==> config.mk <==
export PLATFORM = sky130hd
export DESIGN_NAME = psf_front
export DESIGN_NICKNAME = d
export VERILOG_FILES = /design/src/rtl/psf_pkg.sv /design/src/rtl/psf_front.sv
export SDC_FILE = /design/constraint.sdc
export NUM_CORES = 1
export LEC_CHECK = 0
export BUFFER_PORTS_ARGS = -buffer_cell sky130_fd_sc_hd__buf_2
export CAP_MARGIN = 20
export CORE_MARGIN = 2
export CORE_UTILIZATION = 26
export CTS_CLUSTER_DIAMETER = 40
export DETAILED_ROUTE_END_ITERATION = 6
export GPL_TIMING_DRIVEN = 1
export PLACE_DENSITY_LB_ADDON = 0.3
export SETUP_SLACK_MARGIN = 0.15
export SYNTH_ARGS = -nofsm -noshare
export SYNTH_HDL_FRONTEND = slang
export SYNTH_SLANG_ARGS = --single-unit
==> constraint.sdc <==
create_clock -name clock -period 7.6 [get_ports clock]
set_input_delay 2.28 -clock clock [delete_from_list [all_inputs] [get_ports clock]]
set_output_delay 2.28 -clock clock [all_outputs]
set_load 0.01 [all_outputs]
==> src/rtl/psf_pkg.sv <==
// Package: shared types, constants and helpers for the polygon scanline fill unit.
package psf_pkg;

   localparam int MaxVertices  = 16;
   localparam int MaxCrossings = 15;
   localparam int MaxSurfDim   = 4096;
   localparam int VtxIdxW      = $clog2(MaxVertices);
   localparam int VtxCntW      = $clog2(MaxVertices + 1);
   localparam int XingIdxW     = $clog2(MaxCrossings);
   localparam int XingCntW     = $clog2(MaxCrossings + 1);
   localparam int QueueDepth   = 2;
   localparam int QueueIdxW    = $clog2(QueueDepth);
   localparam int QueueCntW    = $clog2(QueueDepth + 1);

   localparam logic [1:0] CsrSurfaceWidth  = 2'd0;
   localparam logic [1:0] CsrSurfaceHeight = 2'd1;
   localparam logic [1:0] CsrFillColor     = 2'd2;

   localparam logic [1:0] StatusOk       = 2'd0;
   localparam logic [1:0] StatusTooFew   = 2'd1;
   localparam logic [1:0] StatusTooMany  = 2'd2;

   typedef struct packed {
      logic               kind;
      logic signed [15:0] vertex_x;
      logic signed [15:0] vertex_y;
   } req_type;

   typedef struct packed {
      logic [11:0] span_row;
      logic [11:0] span_left;
      logic [11:0] span_right;
      logic        span_valid;
      logic        row_last;
      logic        polygon_done;
      logic [1:0]  status;
      logic [31:0] color_argb;
   } rsp_type;

   // Command from the front end to the back end.
   typedef struct packed {
      logic               is_row;   // 1: rasterize row, 0: emit a single marker
      logic [1:0]         status;
      logic               done;
      logic [12:0]        row;
      logic [VtxCntW-1:0] count;
   } cmd_type;

   function automatic logic [12:0] cap_dim(input logic [12:0] d);
      if (d > 13'(MaxSurfDim)) return 13'(MaxSurfDim);
      return d;
   endfunction

endpackage

==> src/rtl/psf_front.sv <==
// Front end: vertex storage, polygon state and per-item classification.
module psf_front (
   input  logic                      clock,
   input  logic                      reset,
   input  logic                      start,
   input  psf_pkg::req_type          req,
   input  logic [12:0]               surf_h,
   input  logic                      q_full,
   input  logic                      vtx_rd_busy,
   output logic                      busy,
   output logic                      q_push,
   output psf_pkg::cmd_type          q_cmd,
   input  logic [psf_pkg::VtxIdxW-1:0] rd_idx,
   output logic signed [15:0]        rd_x,
   output logic signed [15:0]        rd_y
);
   import psf_pkg::*;

   typedef enum logic [2:0] {
      F_IDLE = 3'b001,
      F_SCAN = 3'b010,
      F_PUSH = 3'b100
   } fstate_type;

   logic signed [15:0] vx_mem [MaxVertices];
   logic signed [15:0] vy_mem [MaxVertices];

   fstate_type         st_ff, st_in;
   logic [VtxCntW-1:0] cnt_ff, cnt_in;
   logic               ovf_ff, ovf_in, act_ff, act_in;
   logic [12:0]        row_ff, row_in, fin_ff, fin_in;
   logic [VtxIdxW-1:0] sc_ff, sc_in;
   logic signed [15:0] ymin_ff, ymin_in, ymax_ff, ymax_in;
   cmd_type            cmd_ff, cmd_in;
   logic               accept, wr_vtx;
   logic signed [15:0] sy;
   logic [12:0]        h;
   logic signed [16:0] lo_c, hi_c;

   assign accept = start && !busy;
   assign wr_vtx = accept && !req.kind && (act_ff || cnt_ff < VtxCntW'(MaxVertices));
   assign busy   = (st_ff != F_IDLE) || vtx_rd_busy;
   assign sy     = vy_mem[sc_ff];
   assign h      = cap_dim(surf_h);

   always_ff @(posedge clock) begin
      if (wr_vtx) begin
         vx_mem[act_ff ? '0 : cnt_ff[VtxIdxW-1:0]] <= req.vertex_x;
         vy_mem[act_ff ? '0 : cnt_ff[VtxIdxW-1:0]] <= req.vertex_y;
      end
   end

   assign rd_x = vx_mem[rd_idx];
   assign rd_y = vy_mem[rd_idx];

   always_comb begin
      st_in   = st_ff;
      cnt_in  = cnt_ff;
      ovf_in  = ovf_ff;
      act_in  = act_ff;
      row_in  = row_ff;
      fin_in  = fin_ff;
      sc_in   = sc_ff;
      ymin_in = ymin_ff;
      ymax_in = ymax_ff;
      cmd_in  = cmd_ff;
      q_push  = 1'b0;
      lo_c    = (ymin_ff < 0) ? 17'sd0 : 17'(ymin_ff);
      hi_c    = (17'(ymax_ff) >= $signed({4'b0, h})) ? $signed({4'b0, h}) - 17'sd1
                                                    : 17'(ymax_ff);
      unique case (st_ff)
         F_IDLE: begin
            if (accept && !req.kind) begin
               if (act_ff) begin
                  act_in = 1'b0;
                  ovf_in = 1'b0;
                  cnt_in = VtxCntW'(1);
               end else if (cnt_ff < VtxCntW'(MaxVertices)) begin
                  cnt_in = cnt_ff + VtxCntW'(1);
               end else begin
                  ovf_in = 1'b1;
               end
            end else if (accept) begin
               cmd_in = '0;
               cmd_in.count = cnt_ff;
               if (act_ff) begin
                  cmd_in.is_row = 1'b1;
                  cmd_in.row    = row_ff;
                  cmd_in.done   = (row_ff >= fin_ff);
                  if (row_ff >= fin_ff) begin
                     act_in = 1'b0;
                     cnt_in = '0;
                     ovf_in = 1'b0;
                  end else begin
                     row_in = row_ff + 13'd1;
                  end
                  st_in = F_PUSH;
               end else if (ovf_ff || cnt_ff < VtxCntW'(3)) begin
                  cmd_in.status = ovf_ff ? StatusTooMany : StatusTooFew;
                  cmd_in.done   = 1'b1;
                  cnt_in = '0;
                  ovf_in = 1'b0;
                  st_in  = F_PUSH;
               end else begin
                  sc_in   = '0;
                  ymin_in = 16'sh7fff;
                  ymax_in = -16'sh8000;
                  st_in   = F_SCAN;
               end
            end
         end
         F_SCAN: begin
            if (sy < ymin_ff) ymin_in = sy;
            if (sy > ymax_ff) ymax_in = sy;
            sc_in = sc_ff + VtxIdxW'(1);
            if (VtxCntW'(sc_ff) + VtxCntW'(1) == cnt_ff) begin
               st_in = F_PUSH;
               ymin_in = (sy < ymin_ff) ? sy : ymin_ff;
               ymax_in = (sy > ymax_ff) ? sy : ymax_ff;
               cmd_in  = '0;
               cmd_in.count = cnt_ff;
            end
         end
         F_PUSH: begin
            if (!cmd_ff.is_row && cmd_ff.status == StatusOk && !cmd_ff.done) begin
               // min/max just finished: decide range
               if (lo_c > hi_c) begin
                  cmd_in.done = 1'b1;
                  cnt_in = '0;
                  ovf_in = 1'b0;
               end else begin
                  cmd_in.is_row = 1'b1;
                  cmd_in.row    = 13'(lo_c);
                  cmd_in.done   = (lo_c >= hi_c);
                  fin_in        = 13'(hi_c);
                  if (lo_c >= hi_c) begin
                     cnt_in = '0;
                     ovf_in = 1'b0;
                  end else begin
                     act_in = 1'b1;
                     row_in = 13'(lo_c) + 13'd1;
                  end
               end
            end else if (!q_full) begin
               q_push = 1'b1;
               st_in  = F_IDLE;
            end
         end
         default: st_in = F_IDLE;
      endcase
   end

   assign q_cmd = cmd_ff;

   always_ff @(posedge clock) begin
      ymin_ff <= ymin_in;
      ymax_ff <= ymax_in;
      cmd_ff  <= cmd_in;
      sc_ff   <= sc_in;
      if (reset) begin
         st_ff  <= F_IDLE;
         cnt_ff <= '0;
         ovf_ff <= 1'b0;
         act_ff <= 1'b0;
         row_ff <= '0;
         fin_ff <= '0;
      end else begin
         st_ff  <= st_in;
         cnt_ff <= cnt_in;
         ovf_ff <= ovf_in;
         act_ff <= act_in;
         row_ff <= row_in;
         fin_ff <= fin_in;
      end
   end
endmodule

==> summary.md, run 1 <==
| Metric | Value |
|---|---|
| Outcome | finished, final reports clean |
| DRT Pass-1 Iters | 5 |
| Mapped Area | approximately 28000 um^2 |
| Post-CTS Resized | 0 |
| Place WS | 365 ps |
| Critical path depth | 5 |
| Area of the die | 110000 um^2 |
| Mean Syn Cell Area | 17.7 um^2 |
| WL final | 76800 um |
| Cell Chain, Critical Path | clkbuf_8 > buf_4 > mux4_2 > mux4_2 > buf_2 |
| Synth Flop Type | edfxtp_1 |
| RSZ-0062 raised after global routing | false |
| Final hold violations | 0 |
| Worst-margin pin slew | 1080 ps |
| Post-synth top area share | 0.613 |
| Critical path type | in2out |
| RR Endpoint | row_ff[2] |
| Seq/Total Area, Yosys | 0.641 |
| DP Area | 30500 um^2 |
| Vias in the first global route | about 17000 |
| Switching Fraction | 0.222 |
| Clock sinks | 610 |
| First DRT Iteration DRCs | 1405 |
| Min cycle time layout | 6690 ps |
| CTS tree | done |
| Pwr per Cell Area | 254 nW/um^2 |
| Synth cell types | 74 |
| DR WL/cell | roughly 24 um |
| CP max FO | 34 |
| Latest clock arrival within the worst-skew pair | ~670 ps |
| Commonest non-fill, non-tap cells in the layout | 570 x edfxtp_1, 240 x mux4_2, 108 x buf_2 |
| Setup TNS | 0 ps |
| Critical R2R Launch | ymax_ff[15] |
| CTS Buf Count | just over 90 |
| Slew headroom | 0.280 |
| N_diodes | 0 |
| R2R Setup Slk | about 2600 ps |
| Clock-pin slew on the worst setup and hold paths | 50 ps |
| Die height | between 300 and 400 um |
| Combinational power share | 0.052 |
| Hold Slack | 534 ps |
| Final Net Count | 1885 |
| PnR worst setup slack | 911 ps |
| Worst path top cell family by delay | multiplexers |
| Internal | 6.70 mW |
| Crit path launch | rd_idx[0] |
| Dominant cells by area after synthesis | edfxtp_1 61%, mux4_2 19%, ha_1 3.4% |
| Async SR Flop Fraction | 0 |
| Placer Congestion | 0.864 |
| Tot GR Track Use | 0.138 |
| CP max stage delay | between 500 and 600 ps |
| Commonest non-fill, non-tap cell in the layout | edfxtp_1 |
| Max-cap violations | 0 |
| Most used cell, CP | mux4_2 |
| CP arrival | 4410 ps |
| CP required | 5320 ps |
| Final Instance Area | about 34000 um^2 |
| WP buf/inv | 3 |
| Post-DRT Antenna Nets | 0 |
| Pin count of the biggest net entering global routing | 40 |
| Seq pwr share | 0.433 |
| Reg2reg path depth | 16 |
| CTS max path bufs | 3 |
| CP Launch Type | input port |
| Fin crit share | 0.880 |
| CTS Hold Bufs | 0 |
| Post-route DRC | 0 |
| Grt ovf | 0 |
| Cell Rows | 120 |
| Die Width | ~330 um |
| Root buffer cell | clkbuf_16 |
| Core area | ~110000 um^2 |
| Hold/Removal Path Class | reg2reg |
| Clock skew | between 70 and 80 ps |
| Cells after synthesis | 1577 |
| Starting Density | 0.262 |
| Critical path endpoint category | output pin |
| DP HPWL | 48900 um |
| Total setup buffers inserted after CTS | 0 |
| Slowest CP cell | mux4_2 |
| # IOs | ~110 |
| FMAX | ~150 MHz |
| Slew Viols, Final | 0 |
| Seq cells post-synth | 610 |
| Antenna violations before repair | 13 |
| Vias | 15900 |
| Ys Warns | 0 |
| Share of cells above drive strength 1 | 0.329 |
| Switching Power | 1.91 mW |
| Critical Path End | rd_x[8] |
| Leading area contributor after synthesis | edfxtp_1 |
| Vias per cell | 4.91 |
| Maximum VDD drop | 0.000197 V |
| Buffers on Ports | 110 |
| Synth Net Count | ~1700 |
| Synth-to-Final Area Change | 21.2% |
| Lkg Pwr | 11.2 nW |
| H-tree lvl count | 3 |
| Final setup fails | 0 |
| Clk pwr share | 0.515 |
| EDFF count, synth | 570 |
| First-pass GRT wire length | between 100000 and 150000 um |
-- state kept, by name, summed over array words and instances, names as in the netlist, 5 cells and up, named ones only --
signal,flops
fin_ff,13
vy_mem,256
ymax_ff,16
ymin_ff,16
q_cmd,22
cnt_ff,5
row_ff,13
vx_mem,256
-- synthesized netlist by cell type, types with 15 or more instances --
master and instances:
and2_1 25, dfxtp_1 40, nand2b_1 17, clkbuf_1 59
nand2_1 61, nor2_1 76, a21oi_1 39, edfxtp_1 570
ha_1 76, inv_1 61, nand3_1 27, o21ai_0 35
nand4_1 15, mux4_2 240, buf_1 19, a21o_1 16
nor3_1 21
-- routing by layer --
layer	part of all wire	GRT usage	vias to the layer above
met5	0.0012	0	-
li1	-	-	6894
met2	0.48	0.227	474
met1	0.43	0.182	8346
met3	0.059	0.0313	142
met4	0.026	0.0413	14
-- worst reg2reg max path: cells and delay by family (launching register included) --
family	cells	cell delay (ps)
DFF	1	510
buffers and inverters	2	420
AOI/OAI and AO/OA	8	1660
adders and majority gates	1	370
and+or+nand+nor	5	1930
-- power by group through the flow --
| stage | sequential [mW] | combinational, mW | clock [mW] |
|---|---|---|---|
| global route | 3.73 | 0.487 | 4.67 |
| CTS | 3.73 | 0.456 | 4.53 |
| global placement | 3.80 | 0.448 | 0 |
| floorplan | 3.81 | 0.234 | 0 |
| finish | 3.73 | 0.445 | 4.43 |
| detailed placement | 3.80 | 0.454 | 0 |
-- logic make-up after synthesis --
family	synth area share
compound gates	0.0485
xor+xnor	0.00439
fa+ha+maj	0.0340
buf+inv	0.0195
flops	0.641
mux	0.198
simple gates	0.0537
-- worst min-delay path by stage --
stage | slack, ps | to | startpoint | cells past startpoint
final | 530 | ovf_ff | ovf_ff | 2
after global routing | 550 | fin_ff[10] | fin_ff[10] | 2
after CTS | 540 | fin_ff[10] | fin_ff[10] | 2
after detailed placement | 530 | flip-flop | sc_ff[1] | 1
after global placement | 530 | fin_ff[10] | fin_ff[10] | 2
after floorplan | 410 | q_cmd[2] | cnt_ff[2] | 0
-- cell type report --
type	instances	area (um^2)
clock buffer	110	2430
sequential	610	17900
multi-input combinational	825	9600
fill	10300	72900
tap	1403	1760
timing repair buffer	163	1030
clock inverter	63	882
inverter	61	229
-- stage by stage --
stage          std cells  total power [mW]   util
6_report            3235              8.61  0.317
3_3_place_gp        3061              4.25  0.286
3_5_place_dp        3061              4.25  0.286
4_1_cts             3234              8.72  0.317
5_1_grt             3235              8.89  0.317
2_1_floorplan       1577              4.04      -
(Power assumes the default switching activity.)
==> inputs of run 2 (changes only) <==
--- a/config.mk
+++ b/config.mk
@@ -13,6 +13,7 @@
 export DETAILED_ROUTE_END_ITERATION = 6
 export GPL_TIMING_DRIVEN = 1
 export PLACE_DENSITY_LB_ADDON = 0.3
+export REMOVE_ABC_BUFFERS = 1
 export SETUP_SLACK_MARGIN = 0.15
 export SYNTH_ARGS = -nofsm -noshare
 export SYNTH_HDL_FRONTEND = slang
==> run 2 against run 1 <==
  * Hold slack worse by 3.9 ps
  * Routed wire length down 0.65%
  * Count of clock-buffer cells in the layout down 9
  * Critical path depth up 15
  * Non-clock buffer count down 8
  * Largest cell class unchanged
==> summary.md, run 2 (synthesis results as in run 1) <==
| Metric | Value |
|---|---|
| Outcome | finished, final reports clean |
| Antenna violations before repair | 14 (+1) |
| Final setup fails | 0 (unchanged) |
| Fin crit share | 0.886 (+0.00549) |
| Core area | 107000 um^2 (unchanged) |
| FMAX | 149 MHz (-0.62%) |
| Starting Density | 0.262 (unchanged) |
| Switching Power | 1.84 mW (-3.7%) |
| CP required | 8090 ps (+2770 ps) |
| Vias in the first global route | 16600 (+0.012%) |
| First DRT Iteration DRCs | 1265 (-10%) |
| Reg2reg path depth | 17 (+1) |
| DR WL/cell | 23.7 um (about the same) |
| Internal | 6.24 mW (-6.9%) |
| CTS max path bufs | 3 (unchanged) |
| Grt ovf | 0 (unchanged) |
| Vias per cell | 4.93 (+0.40%) |
| Combinational power share | 0.054 (+0.002) |
| Commonest non-fill, non-tap cells in the layout | 570 x edfxtp_1, 240 x mux4_2, 109 x buf_2 |
| Lkg Pwr | 10.9 nW (-2.1%) |
| Clk pwr share | 0.484 (-0.031) |
| Final hold violations | 0 (unchanged) |
| Maximum VDD drop | 0.000202 V (+2.5%) |
| Min cycle time layout | 6730 ps (+41.7 ps) |
| Clock-pin slew on the worst setup and hold paths | 50 ps (about the same) |
| Area of the die | 110000 um^2 (unchanged) |
| Die height | 332 um (unchanged) |
| RSZ-0062 raised after global routing | false |
| WL final | 76300 um (-0.65%) |
| Buffers on Ports | 110 (unchanged) |
| DRT Pass-1 Iters | 5 (unchanged) |
| Worst Hold Depth | 2 (unchanged) |
| Total setup buffers inserted after CTS | 0 (unchanged) |
| Clock skew | 57.1 ps (-16.7 ps) |
| Setup TNS | 0 ps (unchanged) |
| Critical path type | in2reg |
| Max-cap violations | 0 (unchanged) |
| Root buffer cell | clkbuf_16 |
| Tot GR Track Use | 0.138 (-0.000549) |
| Post-CTS Resized | 0 (unchanged) |
| Latest clock arrival within the worst-skew pair | 660 ps (about the same) |
| CTS Hold Bufs | 0 (unchanged) |
| CTS Buf Count | 86 (-7.5%) |
| Slew headroom | 0.314 (+0.0335) |
| Hold/Removal Path Class | reg2reg |
| Pin count of the biggest net entering global routing | 47 (+18%) |
| H-tree lvl count | 3 (unchanged) |
| CTS tree | done |
| DP HPWL | 47200 um (-3.4%) |
| Post-DRT Antenna Nets | 0 (unchanged) |
| Placer Congestion | 0.865 (about the same) |
| Clock sinks | 610 (unchanged) |
| Synth-to-Final Area Change | 19.4% |
| Placed insts | 3053 (-0.26%) |
| CP max FO | 21 (-38%) |
| Fill cells | 10300 (+0.45%) |
| Switching Fraction | 0.228 (+0.00586) |
| Pwr per Cell Area | 242 nW/um^2 (-4.7%) |
| First-pass GRT wire length | 112000 um (-0.62%) |
| Final Net Count | 1870 (-0.80%) |
| Slew Viols, Final | 0 (unchanged) |
| Die Width | 332 um (unchanged) |
| Critical path endpoint category | flip-flop |
| Commonest non-fill, non-tap cell in the layout | edfxtp_1 |
| CP arrival | 7220 ps (+2810 ps) |
| Post-route DRC | 0 (unchanged) |
| Finished Layout Cells | 3215 (-0.62%) |
| Seq pwr share | 0.462 (+0.029) |
| Worst-margin pin slew | 1030 ps (-49.9 ps) |
| Vias | 15800 (-0.22%) |
| Cell Rows | 120 (unchanged) |
| CP Launch Type | input port |
| Share of cells above drive strength 1 | 0.321 (-0.00833) |
| # IOs | 111 (unchanged) |
==> run 2: cell types whose count changed in the layout (fill, tap and decap cells not counted), sizes merged <==
cell	before	now
clkbuf	112	102
bufinv	14	5
buf	161	154
clkinv	30	35
clkinvlp	11	9
inv	69	71
diode	0	1
==> run 2: layout make-up <==
type / instances / area (um^2) / area share
sequential: 610 / 17900 / 0.537
clock buffer: 101 / 2270 / 0.0681
inverter: 61 / 229 / 0.00686
tap: 1403 / 1760 / 0.0526
antenna: 1 / 2.50 / 0.0000750
multi-input combinational: 825 / 9600 / 0.288
clock inverter: 59 / 591 / 0.0177
timing repair buffer: 155 / 985 / 0.0295
==> run 2: worst max-delay path, cell delays in order <==
cell and delay, ps:
buf_2 130, inv_1 410, nand2_1 140, ha_1 330, a211oi_1 290, o21ai_1 160, a2111oi_4 450, o21ai_1 120
inv_1 210, a211oi_1 70, a21oi_1 230, ha_1 320, a2111o_1 450, nor4b_1 250, o21ai_1 170, nor4b_4 230
buf_4 240, and3_1 250, a211oi_1 90, a2111oi_1 380
==> run 2: metal layers <==
layer | vias to the layer above | GRT usage | wire length (um)
met3 | 139 | 0.0329 | 5080
met2 | 508 | 0.229 | 37300
li1 | 6853 | - | -
met4 | 16 | 0.0397 | 1910
met1 | 8319 | 0.178 | 31900
met5 | - | 0 | 100
==> run 2: final timing paths <==
| kind | from | endpoint | slack [ps] |
|---|---|---|---|
| setup / recovery | surf_h[12] | row_ff[6] | 870 |
| hold / removal | fin_ff[0] | fin_ff[0] | 530 |
| setup reg to reg | ymax_ff[5] | row_ff[6] | 2730 |
| hold reg to reg | fin_ff[0] | fin_ff[0] | 530 |
==> run 2: through the flow <==
stage                     hold slack, ps  worst slack [ps]  total power, mW  instance area, um^2   util
final                                530               870             8.08                33400  0.312
after global routing                 565               404             8.35                33400  0.312
after CTS                            542               949             8.17                33300  0.312
after detailed placement             523               329             4.25                30500  0.286
after global placement               506               489             4.24                30500  0.286
after floorplan                      465              -621             4.01                27600      -
==> run 2: power by group through the flow <==
stage / Sequential [mW] / Combinational (mW) / Clock (mW)
floorplan: 3.81 / 0.197 / 0
global placement: 3.80 / 0.440 / 0
detailed placement: 3.80 / 0.445 / 0
CTS: 3.74 / 0.447 / 3.99
global route: 3.74 / 0.474 / 4.14
finish: 3.73 / 0.436 / 3.91
