===== config.mk =====
export PLATFORM = sky130hd
export DESIGN_NAME = psf_queue
export DESIGN_NICKNAME = d
export VERILOG_FILES = /design/src/rtl/psf_pkg.sv /design/src/rtl/psf_queue.sv
export SDC_FILE = /design/constraint.sdc
export NUM_CORES = 1
export LEC_CHECK = 0
export BUFFER_PORTS_ARGS = -buffer_cell sky130_fd_sc_hd__buf_4
export CAP_MARGIN = 15
export CORE_MARGIN = 3
export CORE_UTILIZATION = 45
export DETAILED_ROUTE_END_ITERATION = 16
export GPL_ROUTABILITY_DRIVEN = 0
export PLACE_DENSITY = 0.73
export SYNTH_ARGS = -nofsm -noshare
export SYNTH_HDL_FRONTEND = slang
export SYNTH_SLANG_ARGS = --single-unit
export TNS_END_PERCENT = 10

===== constraint.sdc =====
create_clock -name clock -period 1.75 [get_ports clock]
set_input_delay 0.0875 -clock clock [delete_from_list [all_inputs] [get_ports clock]]
set_output_delay 0.0875 -clock clock [all_outputs]
set_load 0.02 [all_outputs]

===== src/rtl/psf_pkg.sv =====
// Package: shared types, constants and helpers for the polygon scanline fill unit.
package psf_pkg;

   localparam int MaxVertices  = 16;
   localparam int MaxCrossings = 15;
   localparam int MaxSurfDim   = 4096;
   localparam int VtxIdxW      = $clog2(MaxVertices);
   localparam int VtxCntW      = $clog2(MaxVertices + 1);
   localparam int XingIdxW     = $clog2(MaxCrossings);
   localparam int XingCntW     = $clog2(MaxCrossings + 1);
   localparam int QueueDepth   = 2;
   localparam int QueueIdxW    = $clog2(QueueDepth);
   localparam int QueueCntW    = $clog2(QueueDepth + 1);

   localparam logic [1:0] CsrSurfaceWidth  = 2'd0;
   localparam logic [1:0] CsrSurfaceHeight = 2'd1;
   localparam logic [1:0] CsrFillColor     = 2'd2;

   localparam logic [1:0] StatusOk       = 2'd0;
   localparam logic [1:0] StatusTooFew   = 2'd1;
   localparam logic [1:0] StatusTooMany  = 2'd2;

   typedef struct packed {
      logic               kind;
      logic signed [15:0] vertex_x;
      logic signed [15:0] vertex_y;
   } req_type;

   typedef struct packed {
      logic [11:0] span_row;
      logic [11:0] span_left;
      logic [11:0] span_right;
      logic        span_valid;
      logic        row_last;
      logic        polygon_done;
      logic [1:0]  status;
      logic [31:0] color_argb;
   } rsp_type;

   // Command from the front end to the back end.
   typedef struct packed {
      logic               is_row;   // 1: rasterize row, 0: emit a single marker
      logic [1:0]         status;
      logic               done;
      logic [12:0]        row;
      logic [VtxCntW-1:0] count;
   } cmd_type;

   function automatic logic [12:0] cap_dim(input logic [12:0] d);
      if (d > 13'(MaxSurfDim)) return 13'(MaxSurfDim);
      return d;
   endfunction

endpackage


===== src/rtl/psf_queue.sv =====
// Short command queue between the front and back ends.
module psf_queue (
   input  logic             clock,
   input  logic             reset,
   input  logic             push,
   input  psf_pkg::cmd_type push_cmd,
   input  logic             pop,
   output logic             full,
   output logic             empty,
   output psf_pkg::cmd_type head
);
   import psf_pkg::*;

   cmd_type              mem_ff [QueueDepth];
   logic [QueueIdxW-1:0] wp_ff, rp_ff;
   logic [QueueCntW-1:0] n_ff;

   assign full  = (n_ff == QueueCntW'(QueueDepth));
   assign empty = (n_ff == '0);
   assign head  = mem_ff[rp_ff];

   always_ff @(posedge clock) begin
      if (push && !full) mem_ff[wp_ff] <= push_cmd;
      if (reset) begin
         wp_ff <= '0;
         rp_ff <= '0;
         n_ff  <= '0;
      end else begin
         if (push && !full) wp_ff <= wp_ff + QueueIdxW'(1);
         if (pop && !empty) rp_ff <= rp_ff + QueueIdxW'(1);
         n_ff <= n_ff + QueueCntW'(push && !full) - QueueCntW'(pop && !empty);
      end
   end
endmodule


==> results of run 1 <==
==> worst register-to-register path: cells and delay by family, from the launching register on <==
family	cells	cell delay, ns
and+or+nand+nor	4	0.51
adders and majority gates	2	0.45
DFF	1	0.38
xor gates and xnor gates	1	0.16
buffers and inverters	1	0.04
==> metrics by stage <==
step                setup WS, ns  utilization, %  cells  power, W  instance area [um2]
detailed placement        0.1607           59.89    192  0.002819                 2258
CTS                       0.1413           68.18    223  0.003457                 2571
floorplan                0.04178               -     95  0.002324                 1813
finish                    0.1437           68.18    223  0.003419                 2571
global route            0.009489           68.18    223  0.003625                 2571
global placement          0.2584           59.89    192  0.002779                 2258
==> registers in the layout, indices dropped and copies added (netlist names), named ones only <==
name / flops
mem_ff: 44
n_ff: 2
rp_ff: 1
wp_ff: 1
==> worst max-delay path by stage <==
stage	depth (start not counted)	to
after floorplan	4	mem_ff[0][0]$_DFFE_PP_
after global placement	7	n_ff[1]$_SDFF_PP0_
after detailed placement	8	n_ff[1]$_SDFF_PP0_
after CTS	7	n_ff[1]$_SDFF_PP0_
after global routing	8	n_ff[1]$_SDFF_PP0_
final	8	n_ff[1]$_SDFF_PP0_
==> kinds of logic after synthesis <==
group,count (synthesis)
DFF,49
muxes,22
adders and majority gates,2
AOI/OAI and AO/OA,3
buffers and inverters,6
and+or+nand+nor,11
xor gates and xnor gates,2
==> layout by cell type, fill, tap and decap left out, types with 2 or more instances in the layout <==
master                          synthesis  routed
sky130_fd_sc_hd__buf_4                  0      50
sky130_fd_sc_hd__clkbuf_8               0       5
sky130_fd_sc_hd__clkinv_2               0       2
sky130_fd_sc_hd__dfxtp_1                5       5
sky130_fd_sc_hd__dlygate4sd3_1          0      23
sky130_fd_sc_hd__edfxtp_1              44      44
sky130_fd_sc_hd__ha_1                   2       2
sky130_fd_sc_hd__inv_1                  3       3
sky130_fd_sc_hd__mux2_2                22      22
sky130_fd_sc_hd__nor2_1                 4       4
==> synthesized netlist by cell type, types with 2 or more instances <==
library cell,count,share of area (%)
sky130_fd_sc_hd__nor2_1,4,0.83
sky130_fd_sc_hd__buf_2,2,0.55
sky130_fd_sc_hd__inv_1,3,0.62
sky130_fd_sc_hd__mux2_2,22,14
sky130_fd_sc_hd__edfxtp_1,44,73
sky130_fd_sc_hd__ha_1,2,1.4
sky130_fd_sc_hd__dfxtp_1,5,5.5
==> layout make-up <==
class / instances / area [um2] / area share (%)
multi-input combinational: 40 / 366.6 / 14.26
clock buffer: 6 / 72.57 / 2.822
clock inverter: 2 / 10.01 / 0.3893
tap: 48 / 60.06 / 2.336
timing repair buffer: 74 / 625.6 / 24.33
sequential: 49 / 1421 / 55.28
inverter: 4 / 15.01 / 0.5839
==> power by group through the flow <==
stage                     combinational [W]  clock (W)  sequential, W
final                               0.00126   0.000600        0.00156
after global placement              0.00121          0        0.00157
after floorplan                    0.000752          0        0.00157
after global routing                0.00137   0.000684        0.00158
after detailed placement            0.00123          0        0.00158
after CTS                           0.00128   0.000618        0.00156
==> repair_timing <==
| item | in CTS | in global routing |
|---|---|---|
| hold buffers | 23 | 0 |
| endpoints found under the hold margin | 49 | 0 |
| setup endpoints to repair | 0 | 0 |
==> per-layer routing <==
layer | global-route usage, % | share of wire, % | vias up
li1 | - | - | 514
met1 | 14.73 | 40 | 511
met2 | 23.41 | 53 | 34
met3 | 5.942 | 7.1 | 2
met4 | 3.254 | 0.27 | 0
met5 | 0 | 0 | -
==> parameters.txt, run 1 <==
Parameter                              Value

Yosys
  Compound-Gate Fraction of Synth Area ... 0.9662%
  Adder-Cell Fraction of Synth Area ... 1.380%
  Synth Register Bits ... 49
  Post-Synth Simple-Gate Area ... 3.244%
  Proportion of synthesized chip area in sequential cells ... 78.40%
  Combinational family with the most area after synthesis ... multiplexers
  Cells after Synth ... 95
  Share of synthesized registers carrying an async set or reset ... 0%
  Per-instance average area after synthesis ... 19.08 um2
  Cell Area, Synth ... 0.001813 mm2
  Syn. warnings ... 0
  Total nets after synthesis ... 123
  Synth unique cells ... 20
  Number of synthesized flops with an enable pin ... 44
  Mux contribution to synthesized area ... 13.66%
  Xor-xnor portion of the synthesized cell area ... 0.9662%
  Most used flip-flop cell after synthesis ... sky130_fd_sc_hd__edfxtp_1

Final layout
  Final layout net count ... 202
  Synth-to-layout area growth ... 41.82%
  Final-layout fill cell count ... 260
  Final antenna diode count ... 0
  Fraction of final layout cells sized beyond drive strength 1 ... 47.43%

Flow run
  Maxcap violations ... 0

Drt
  Starting DRT DRC Count ... 46
  Total wirelength of the detailed-routed design ... 3.000 mm
  Number of iterations in the first detailed-routing pass ... 4
  Residual DRC count ... 0
  Vias ... 1061
  Post-route antenna net violation count ... 0
  Vias/cell ... 4.758
  Wirelength per Cell ... 13.45 um

Setup path
  Type of the worst setup path ... reg -> reg
  RR Endpoint ... n_ff[1]$_SDFF_PP0_
  Worst Reg2Reg Path Length in Cells ... 8
  Critical path capture point type ... flop
  Biggest cell delay along the critical path ... 0.38 ns
  Critical-path cell list ... nand2b_2 > nand2_1 > ha_1 > inv_1 > ha_1 > xor2_1 > and2_1 > nor3_1
  Buf/Inv on CP ... 1
  RR Startpoint ... n_ff[0]$_SDFF_PP0_
  First element of the critical path ... n_ff[0]$_SDFF_PP0_
  Most used cell along the critical path ... sky130_fd_sc_hd__ha_1
  CP max stage cell ... sky130_fd_sc_hd__dfxtp_1
  Largest delay contributor family on the critical path ... simple AND/OR/NAND/NOR gates
  Arrival time reported for the critical path endpoint ... 1.82 ns
  Critical Path Fanout Max ... 4
  Register-to-register setup slack ... 0.14 ns
  Startpoint type of the worst setup path ... flop
  Data required time at the worst endpoint ... 1.97 ns

Timing
  Total negative setup slack ... 0 ns
  Final Hold Violating Endpoints ... 0
  Unrepaired setup endpoints after global routing ... false
  Clock period minus worst slack ... 1.606 ns
  FMAX ... 0.6226 GHz
  Final slew viol count ... 0
  Crit share post-route ... 91.79%
  Slew at the pin with the worst max-slew slack ... 0.5146 ns
  Hold WS ... 0.1712 ns
  Clock tree skew after final layout ... 0.004394 ns
  Final Setup Violations ... 0
  Tightest slew margin relative to the limit ... 65.69%

Min path
  Hold Path Origin ... push
  Hold path endpoint ... wp_ff$_SDFFE_PP0P_
  Cell depth of the worst min-delay path ... 4
  Hold WC Path Type ... in -> reg

Global route
  Total GRT Usage ... 13.33%
  Initial antenna violation count ... 0
  Global-route congestion overflow total ... 0
  Maximum number of pins on one net before global-route repair ... 23
  Wire length of the first global-routing pass ... 4.995 mm
  Vias in the first global route ... 1119

Die
  Core area ... 0.003771 mm2
  Initial core utilization ... 48.08%
  Height of the die ... 69.48 um
  Die W ... 69.48 um
  Number of top-level design ports ... 50
  Site row count ... 22
  Area enclosed by the die boundary ... 0.004827 mm2

Placement
  Total of buffers placed on input and output ports ... 49

Clocking
  Insertion delay of the later-clocked pin in the worst-skew pair ... 0.29 ns
  CTS Sinks ... 49
  CTS buffer count ... 5
  Clock Path Buffers ... 2
  CTS tree ... done
  Root Driver ... sky130_fd_sc_hd__clkbuf_8
  Clk pin slew, worst setup/hold paths ... 0.08 ns
  # Post-CTS Setup Buffers ... 0
  H-Tree Level Count ... 2
  Post-cts repair resize count ... 0

Status
  Outcome ... completed

Pwr
  Power per cell area ... 1330 mW/mm2
  Comb power frac ... 36.9%
  Switching component of the power ... 0.001036 W
  Clk pwr share ... 17.5%
  Seq pwr share ... 45.5%
  Static leakage ... 1.005 nW
  Internal power summed over all cells ... 0.002384 W
  VDD IR max ... 0.0007988 V
  Net switching share of the total power ... 30.29%
Note: power is estimated with default switching activity, not from simulation.
==> inputs of run 2 (changes only) <==
CORE_ASPECT_RATIO = 1.2   (was default)
SLEW_MARGIN = 20   (was default)
==> run 2 against run 1 <==
Critical path depth shrank 1. Largest cell class unchanged. Register-to-register slack is essentially flat. Sequential power is essentially flat. Hold slack gained 0.011 ns. Final area grew 2.3%. Total power grew 7.1%. Combinational power grew 4%.
==> parameters.txt, run 2 (same netlist as run 1, synthesis figures left out) <==
Parameter                              Value

Status
  Outcome ... completed

Die
  Area enclosed by the die boundary ... 0.004829 mm2 (about the same)
  Initial core utilization ... 48.30% (+0.22 points)
  Height of the die ... 75.53 um (+8.7%)
  Die W ... 63.94 um (-8.0%)
  Site row count ... 24 (+9.1%)
  Number of top-level design ports ... 50 (unchanged)
  Core area ... 0.003754 mm2 (-0.46%)

Clocking
  Clock Path Buffers ... 2 (unchanged)
  CTS tree ... done
  Root Driver ... sky130_fd_sc_hd__clkbuf_8
  CTS buffer count ... 5 (unchanged)
  Insertion delay of the later-clocked pin in the worst-skew pair ... 0.30 ns (about the same)
  Clk pin slew, worst setup/hold paths ... 0.09 ns (about the same)
  H-Tree Level Count ... 2 (unchanged)
  CTS Sinks ... 49 (unchanged)

Final layout
  Final-layout fill cell count ... 259 (-0.38%)
  Final antenna diode count ... 0 (unchanged)
  Fraction of final layout cells sized beyond drive strength 1 ... 49.72% (+2.3 points)
  Final layout net count ... 204 (+0.99%)
  Flip-flop count of the largest register, all copies and words added ... 44 (unchanged)
  Largest registers ... mem_ff (44), n_ff (2)
  Register with the most flip-flops ... mem_ff
  Area used by multi-input combinational logic ... 371.6 um2 (+1.4%)
  Most common cell after layout, fill and taps aside ... sky130_fd_sc_hd__buf_4
  Register cell area after layout ... 0.001423 mm2 (about the same)
  Synth-to-layout area growth ... 45.07%
  Most used cells in the layout excluding fill and tap cells ... sky130_fd_sc_hd__buf_4 (52), sky130_fd_sc_hd__edfxtp_1 (44), sky130_fd_sc_hd__dlygate4sd3_1 (23)

Drt
  Number of iterations in the first detailed-routing pass ... 4 (unchanged)
  Residual DRC count ... 0 (unchanged)
  Vias/cell ... 4.755 (about the same)
  Met2 wire length ... 1.966 mm (+24%)
  Starting DRT DRC Count ... 31 (-33%)
  Top routing layer in use ... met4
  Total wirelength of the detailed-routed design ... 3.404 mm (+13%)
  Wirelength per Cell ... 14.86 um (+10%)
  WL met1 ... 1.178 mm (-1.6%)
  Vias ... 1089 (+2.6%)
  Post-route antenna net violation count ... 0 (unchanged)
  Wire length on met3 ... 168 um (-21%)

Timing
  Final worst slack ... 0.1563 ns (+0.01259 ns)
  Final slew viol count ... 0 (unchanged)
  Clock tree skew after final layout ... 0.005798 ns (+0.001405 ns)
  Clock period minus worst slack ... 1.594 ns (-0.01259 ns)
  Slew at the pin with the worst max-slew slack ... 0.5168 ns (+0.002146 ns)
  Final Hold Violating Endpoints ... 0 (unchanged)
  Final Setup Violations ... 0 (unchanged)
  Unrepaired setup endpoints after global routing ... false
  Total negative setup slack ... 0 ns (unchanged)
  FMAX ... 0.6275 GHz (+0.79%)
  Tightest slew margin relative to the limit ... 65.55% (-0.14 points)
  Crit share post-route ... 91.07% (-0.72 points)

Setup path
  Startpoint type of the worst setup path ... flop
  Arrival time reported for the critical path endpoint ... 1.80 ns (-0.02 ns)
  Data required time at the worst endpoint ... 1.95 ns (-0.02 ns)
  RR Endpoint ... n_ff[1]$_SDFF_PP0_
  Register-to-register setup slack ... 0.16 ns (about the same)
  Critical Path Fanout Max ... 5 (+1)
  First element of the critical path ... n_ff[1]$_SDFF_PP0_
  Critical path capture point type ... flop
  RR Startpoint ... n_ff[1]$_SDFF_PP0_
  Type of the worst setup path ... reg -> reg
  Termination of the worst setup path ... n_ff[1]$_SDFF_PP0_
  Worst Reg2Reg Path Length in Cells ... 7 (-1)

Placement
  Total of buffers placed on input and output ports ... 49 (unchanged)
  DPL Wire Length ... 2.216 mm
  Setup WS pre-CTS ... 0.1211 ns (-0.03959 ns)

Pwr
  Power per cell area ... 1392 mW/mm2 (+4.7%)
  Static leakage ... 1.026 nW (+2.1%)
  VDD IR max ... 0.0008280 V (+3.7%)

Flow run
  Maxcap violations ... 0 (unchanged)

Global route
  Total GRT Usage ... 15.24% (+1.9 points)
  Initial antenna violation count ... 0 (unchanged)
  Vias in the first global route ... 1139 (+1.8%)
  Wire length of the first global-routing pass ... 5.216 mm (+4.4%)
  Maximum number of pins on one net before global-route repair ... 23 (unchanged)
  Global-route congestion overflow total ... 0 (unchanged)

Min path
  Hold WC Path Type ... in -> reg
[run 2: critical path, cell delays in order, from the launching register on]
cell	delay (ns)
sky130_fd_sc_hd__dfxtp_1	0.35
sky130_fd_sc_hd__o21a_1	0.23
sky130_fd_sc_hd__ha_1	0.31
sky130_fd_sc_hd__inv_1	0.06
sky130_fd_sc_hd__ha_1	0.16
sky130_fd_sc_hd__xor2_1	0.18
sky130_fd_sc_hd__and2_1	0.17
sky130_fd_sc_hd__nor3_2	0.04
[run 2: metal layers]
metal | track usage (%) | vias up
li1 | - | 521
met1 | 14.47 | 524
met2 | 28.82 | 34
met3 | 5.015 | 10
met4 | 8.873 | 0
met5 | 0 | -
[run 2: metrics by stage]
stage | power [W] | std cells | instance area (um2) | hold WS, ns | utilization [%]
2_1_floorplan | 0.002324 | 95 | 1813 | 0.1566 | -
3_5_place_dp | 0.002861 | 198 | 2278 | 0.2770 | 60.70
4_1_cts | 0.003698 | 229 | 2624 | 0.1618 | 69.90
6_report | 0.003661 | 229 | 2630 | 0.1824 | 70.07
3_3_place_gp | 0.002809 | 198 | 2278 | 0.2726 | 60.70
5_1_grt | 0.003840 | 229 | 2630 | 0.2334 | 70.07
[run 2: worst min-delay path by stage]
| stage | start | endpoint | slack [ns] | cells past startpoint |
|---|---|---|---|---|
| after global routing | push | wp_ff$_SDFFE_PP0P_ | 0.23 | 4 |
| after floorplan | reset | wp_ff$_SDFFE_PP0P_ | 0.16 | 1 |
| after CTS | push | wp_ff$_SDFFE_PP0P_ | 0.16 | 4 |
| final | push | wp_ff$_SDFFE_PP0P_ | 0.18 | 4 |
| after detailed placement | push_cmd[5] | mem_ff[1][5]$_DFFE_PP_ | 0.28 | 1 |
| after global placement | push_cmd[16] | mem_ff[0][16]$_DFFE_PP_ | 0.27 | 1 |
[run 2: repair_timing]
item	in CTS	in global routing
setup buffers	0	0
gates resized for setup	0	2
endpoints found under the hold margin	49	0
setup endpoints to repair	0	1
hold buffers	23	0
[run 2: report_power, final]
| group | internal (W) | total (W) | switching (W) | leakage (nW) |
|---|---|---|---|---|
| Clock | 0.000427 | 0.000795 | 0.000368 | 0.0543 |
| Sequential | 0.00150 | 0.00156 | 0.0000623 | 0.453 |
| Combinational | 0.000637 | 0.00131 | 0.000670 | 0.519 |
| Total | 0.00256 | 0.00366 | 0.00110 | 1.03 |
[run 2: final cells by class]
class,instances,share of cell area (%)
tap,52,2.474
multi-input combinational,40,14.13
clock buffer,5,2.617
clock inverter,3,1.760
sequential,49,54.09
inverter,4,0.5709
timing repair buffer,76,24.36
==> inputs of run 3 (changes only) <==
CTS_BUF_LIST = sky130_fd_sc_hd__clkbuf_16   (was default)
==> run 3 against run 2 <==
Register-to-register slack barely moved. Die area did not move. Total power rose by 7.5%. Final area rose by 2.1%. Critical path type unchanged. Critical endpoint unchanged. Largest power group unchanged.
==> parameters.txt, run 3 (same netlist as run 1, synthesis figures left out) <==
Parameter                              Value

Clocking
  H-Tree Level Count ... 2 (unchanged)
  CTS tree ... done
  CTS Sinks ... 49 (unchanged)
  Clock Path Buffers ... 2 (unchanged)
  Root Driver ... sky130_fd_sc_hd__clkbuf_16
  Insertion delay of the later-clocked pin in the worst-skew pair ... 0.28 ns (-0.02 ns)
  CTS buffer count ... 5 (unchanged)
  Clk pin slew, worst setup/hold paths ... 0.07 ns (-0.02 ns)

Setup path
  Biggest cell delay along the critical path ... 0.37 ns (+0.02 ns)
  Buf/Inv on CP ... 1 (unchanged)
  Startpoint type of the worst setup path ... flop
  Critical path capture point type ... flop
  Register-to-register setup slack ... 0.14 ns (about the same)
  RR Startpoint ... n_ff[0]$_SDFF_PP0_
  Most used cell along the critical path ... sky130_fd_sc_hd__ha_1
  Critical path depth ... 8 (+1)
  Largest delay contributor family on the critical path ... simple AND/OR/NAND/NOR gates
  Data required time at the worst endpoint ... 1.97 ns (+0.02 ns)
  Arrival time reported for the critical path endpoint ... 1.82 ns (+0.02 ns)
  Critical-path cell list ... nand2b_2 > nand2_1 > ha_1 > inv_1 > ha_1 > xor2_1 > and2_1 > nor3_2
  Critical Path Fanout Max ... 4 (-1)
  First element of the critical path ... n_ff[0]$_SDFF_PP0_
  Type of the worst setup path ... reg -> reg
  CP max stage cell ... sky130_fd_sc_hd__dfxtp_1
  RR Endpoint ... n_ff[1]$_SDFF_PP0_
  Worst Reg2Reg Path Length in Cells ... 8 (+1)

Final layout
  Final-layout fill cell count ... 246 (-5.0%)
  Flip-flop count of the largest register, all copies and words added ... 44 (unchanged)
  Final antenna diode count ... 0 (unchanged)
  Register cell area after layout ... 0.001421 mm2 (about the same)
  Synth-to-layout area growth ... 48.10%
  Register with the most flip-flops ... mem_ff
  Most common cell after layout, fill and taps aside ... sky130_fd_sc_hd__buf_4
  Area used by multi-input combinational logic ... 371.6 um2 (unchanged)
  Largest registers ... mem_ff (44), n_ff (2)
  Fraction of final layout cells sized beyond drive strength 1 ... 49.15% (-0.56 points)
  Final layout net count ... 204 (unchanged)
  Most used cells in the layout excluding fill and tap cells ... sky130_fd_sc_hd__buf_4 (52), sky130_fd_sc_hd__edfxtp_1 (44), sky130_fd_sc_hd__dlygate4sd3_1 (23)

Pwr
  Internal power summed over all cells ... 0.002809 W (+9.7%)
  Static leakage ... 1.051 nW (+2.5%)
  Net switching share of the total power ... 28.61% (-1.4 points)
  Power per cell area ... 1465 mW/mm2 (+5.3%)
  VDD IR max ... 0.0007918 V (-4.4%)
  Comb power frac ... 33.3% (-2.4 points)
  Switching component of the power ... 0.001126 W (+2.3%)
  Seq pwr share ... 39.6% (-3.0 points)
  Clk pwr share ... 27.1% (+5.4 points)
  Final Total Pwr ... 0.003935 W (+7.5%)

Die
  Number of top-level design ports ... 50 (unchanged)
  Height of the die ... 75.53 um (unchanged)
  Site row count ... 24 (unchanged)
  Initial core utilization ... 48.30% (unchanged)
  Die W ... 63.94 um (unchanged)
  Core area ... 0.003754 mm2 (unchanged)
  Area enclosed by the die boundary ... 0.004829 mm2 (unchanged)

Timing
  Final Hold Violating Endpoints ... 0 (unchanged)
  Tightest slew margin relative to the limit ... 64.11% (-1.4 points)
  Final slew viol count ... 0 (unchanged)
  Crit share post-route ... 91.76% (+0.69 points)
  FMAX ... 0.6228 GHz (-0.75%)
  Clock period minus worst slack ... 1.606 ns (+0.01202 ns)
  Total negative setup slack ... 0 ns (unchanged)
  Final Setup Violations ... 0 (unchanged)
  Slew at the pin with the worst max-slew slack ... 0.5384 ns (+0.02159 ns)
  Clock tree skew after final layout ... 0.006140 ns (+0.0003418 ns)
  Unrepaired setup endpoints after global routing ... false

Drt
  Number of iterations in the first detailed-routing pass ... 4 (unchanged)
  Vias ... 1091 (+0.18%)
  Total wirelength of the detailed-routed design ... 3.449 mm (+1.3%)
  Starting DRT DRC Count ... 36 (+16%)
  Vias/cell ... 4.764 (+0.18%)
  Residual DRC count ... 0 (unchanged)
  Wirelength per Cell ... 15.06 um (+1.3%)
  Post-route antenna net violation count ... 0 (unchanged)

Global route
  Total GRT Usage ... 15.41% (+0.17 points)
  Vias in the first global route ... 1163 (+2.1%)
  Global-route congestion overflow total ... 0 (unchanged)
  Wire length of the first global-routing pass ... 5.264 mm (+0.92%)
  Initial antenna violation count ... 0 (unchanged)
  Maximum number of pins on one net before global-route repair ... 23 (unchanged)

Min path
  Cell depth of the worst min-delay path ... 4 (unchanged)
  Hold path endpoint ... wp_ff$_SDFFE_PP0P_
  Hold Path Origin ... push
  Hold WC Path Type ... in -> reg

Status
  Outcome ... completed

Flow run
  Maxcap violations ... 0 (unchanged)

Placement
  Total of buffers placed on input and output ports ... 49 (unchanged)
  DPL Wire Length ... 2.216 mm (unchanged)
==> run 3: cell types whose count changed in the layout (fill, tap and decap cells not counted) <==
| cell | delta |
|---|---|
| sky130_fd_sc_hd__clkbuf_8 | -5 |
| sky130_fd_sc_hd__dfxtp_2 | -1 |
| sky130_fd_sc_hd__dfxtp_1 | +1 |
| sky130_fd_sc_hd__clkbuf_16 | +5 |
==> run 3: worst min-delay path: cells and delay by family <==
kind | cells | cell delay (ns)
compound gates | 2 | 0.22
buf+inv | 2 | 0.13
==> run 3: worst max-delay path by stage <==
stage	end	slack [ns]
final	n_ff[1]$_SDFF_PP0_	0.14
after floorplan	mem_ff[0][0]$_DFFE_PP_	0.04
after global routing	n_ff[1]$_SDFF_PP0_	0.02
after detailed placement	n_ff[1]$_SDFF_PP0_	0.12
after CTS	n_ff[1]$_SDFF_PP0_	0.11
after global placement	n_ff[1]$_SDFF_PP0_	0.26
==> run 3: area by class of cell <==
cell class                 count  area share (%)
clock inverter                 3           1.724
inverter                       4          0.5592
clock buffer                   5           4.660
tap                           52           2.423
sequential                    49           52.94
multi-input combinational     40           13.84
timing repair buffer          76           23.86
==> run 3: timing repair <==
item | in CTS | in global routing
hold buffers | 23 | 0
buffers inserted | 0 | 0
endpoints found under the setup margin | 0 | 1
hold endpoints to repair | 46 | 0
gates resized for setup | 0 | 1
==> run 3: stage by stage <==
step	utilization, %	hold slack (ns)	cells	cell area [um2]	setup WS, ns
after CTS	71.40	0.1886	229	2680	0.1066
after floorplan	-	0.1566	95	1813	0.04178
after global placement	60.70	0.2726	198	2278	0.2582
final	71.53	0.2053	229	2685	0.1443
after global routing	71.53	0.2608	229	2685	0.01954
after detailed placement	60.70	0.2770	198	2278	0.1211
==> run 3: layer usage <==
layer / up-vias / GRT usage [%] / part of all wire (%)
met2: 28 / 29.74 / 58
li1: 520 / - / -
met1: 536 / 14.48 / 35
met3: 7 / 5.162 / 4.8
met5: - / 0 / 0
met4: 0 / 7.914 / 1.9
==> run 3: power by group through the flow <==
stage	registers [W]	clock network, W	logic, W
floorplan	0.00157	0	0.000752
finish	0.00156	0.00107	0.00131
global placement	0.00157	0	0.00124
CTS	0.00156	0.00109	0.00132
detailed placement	0.00159	0	0.00128
global route	0.00158	0.00113	0.00141
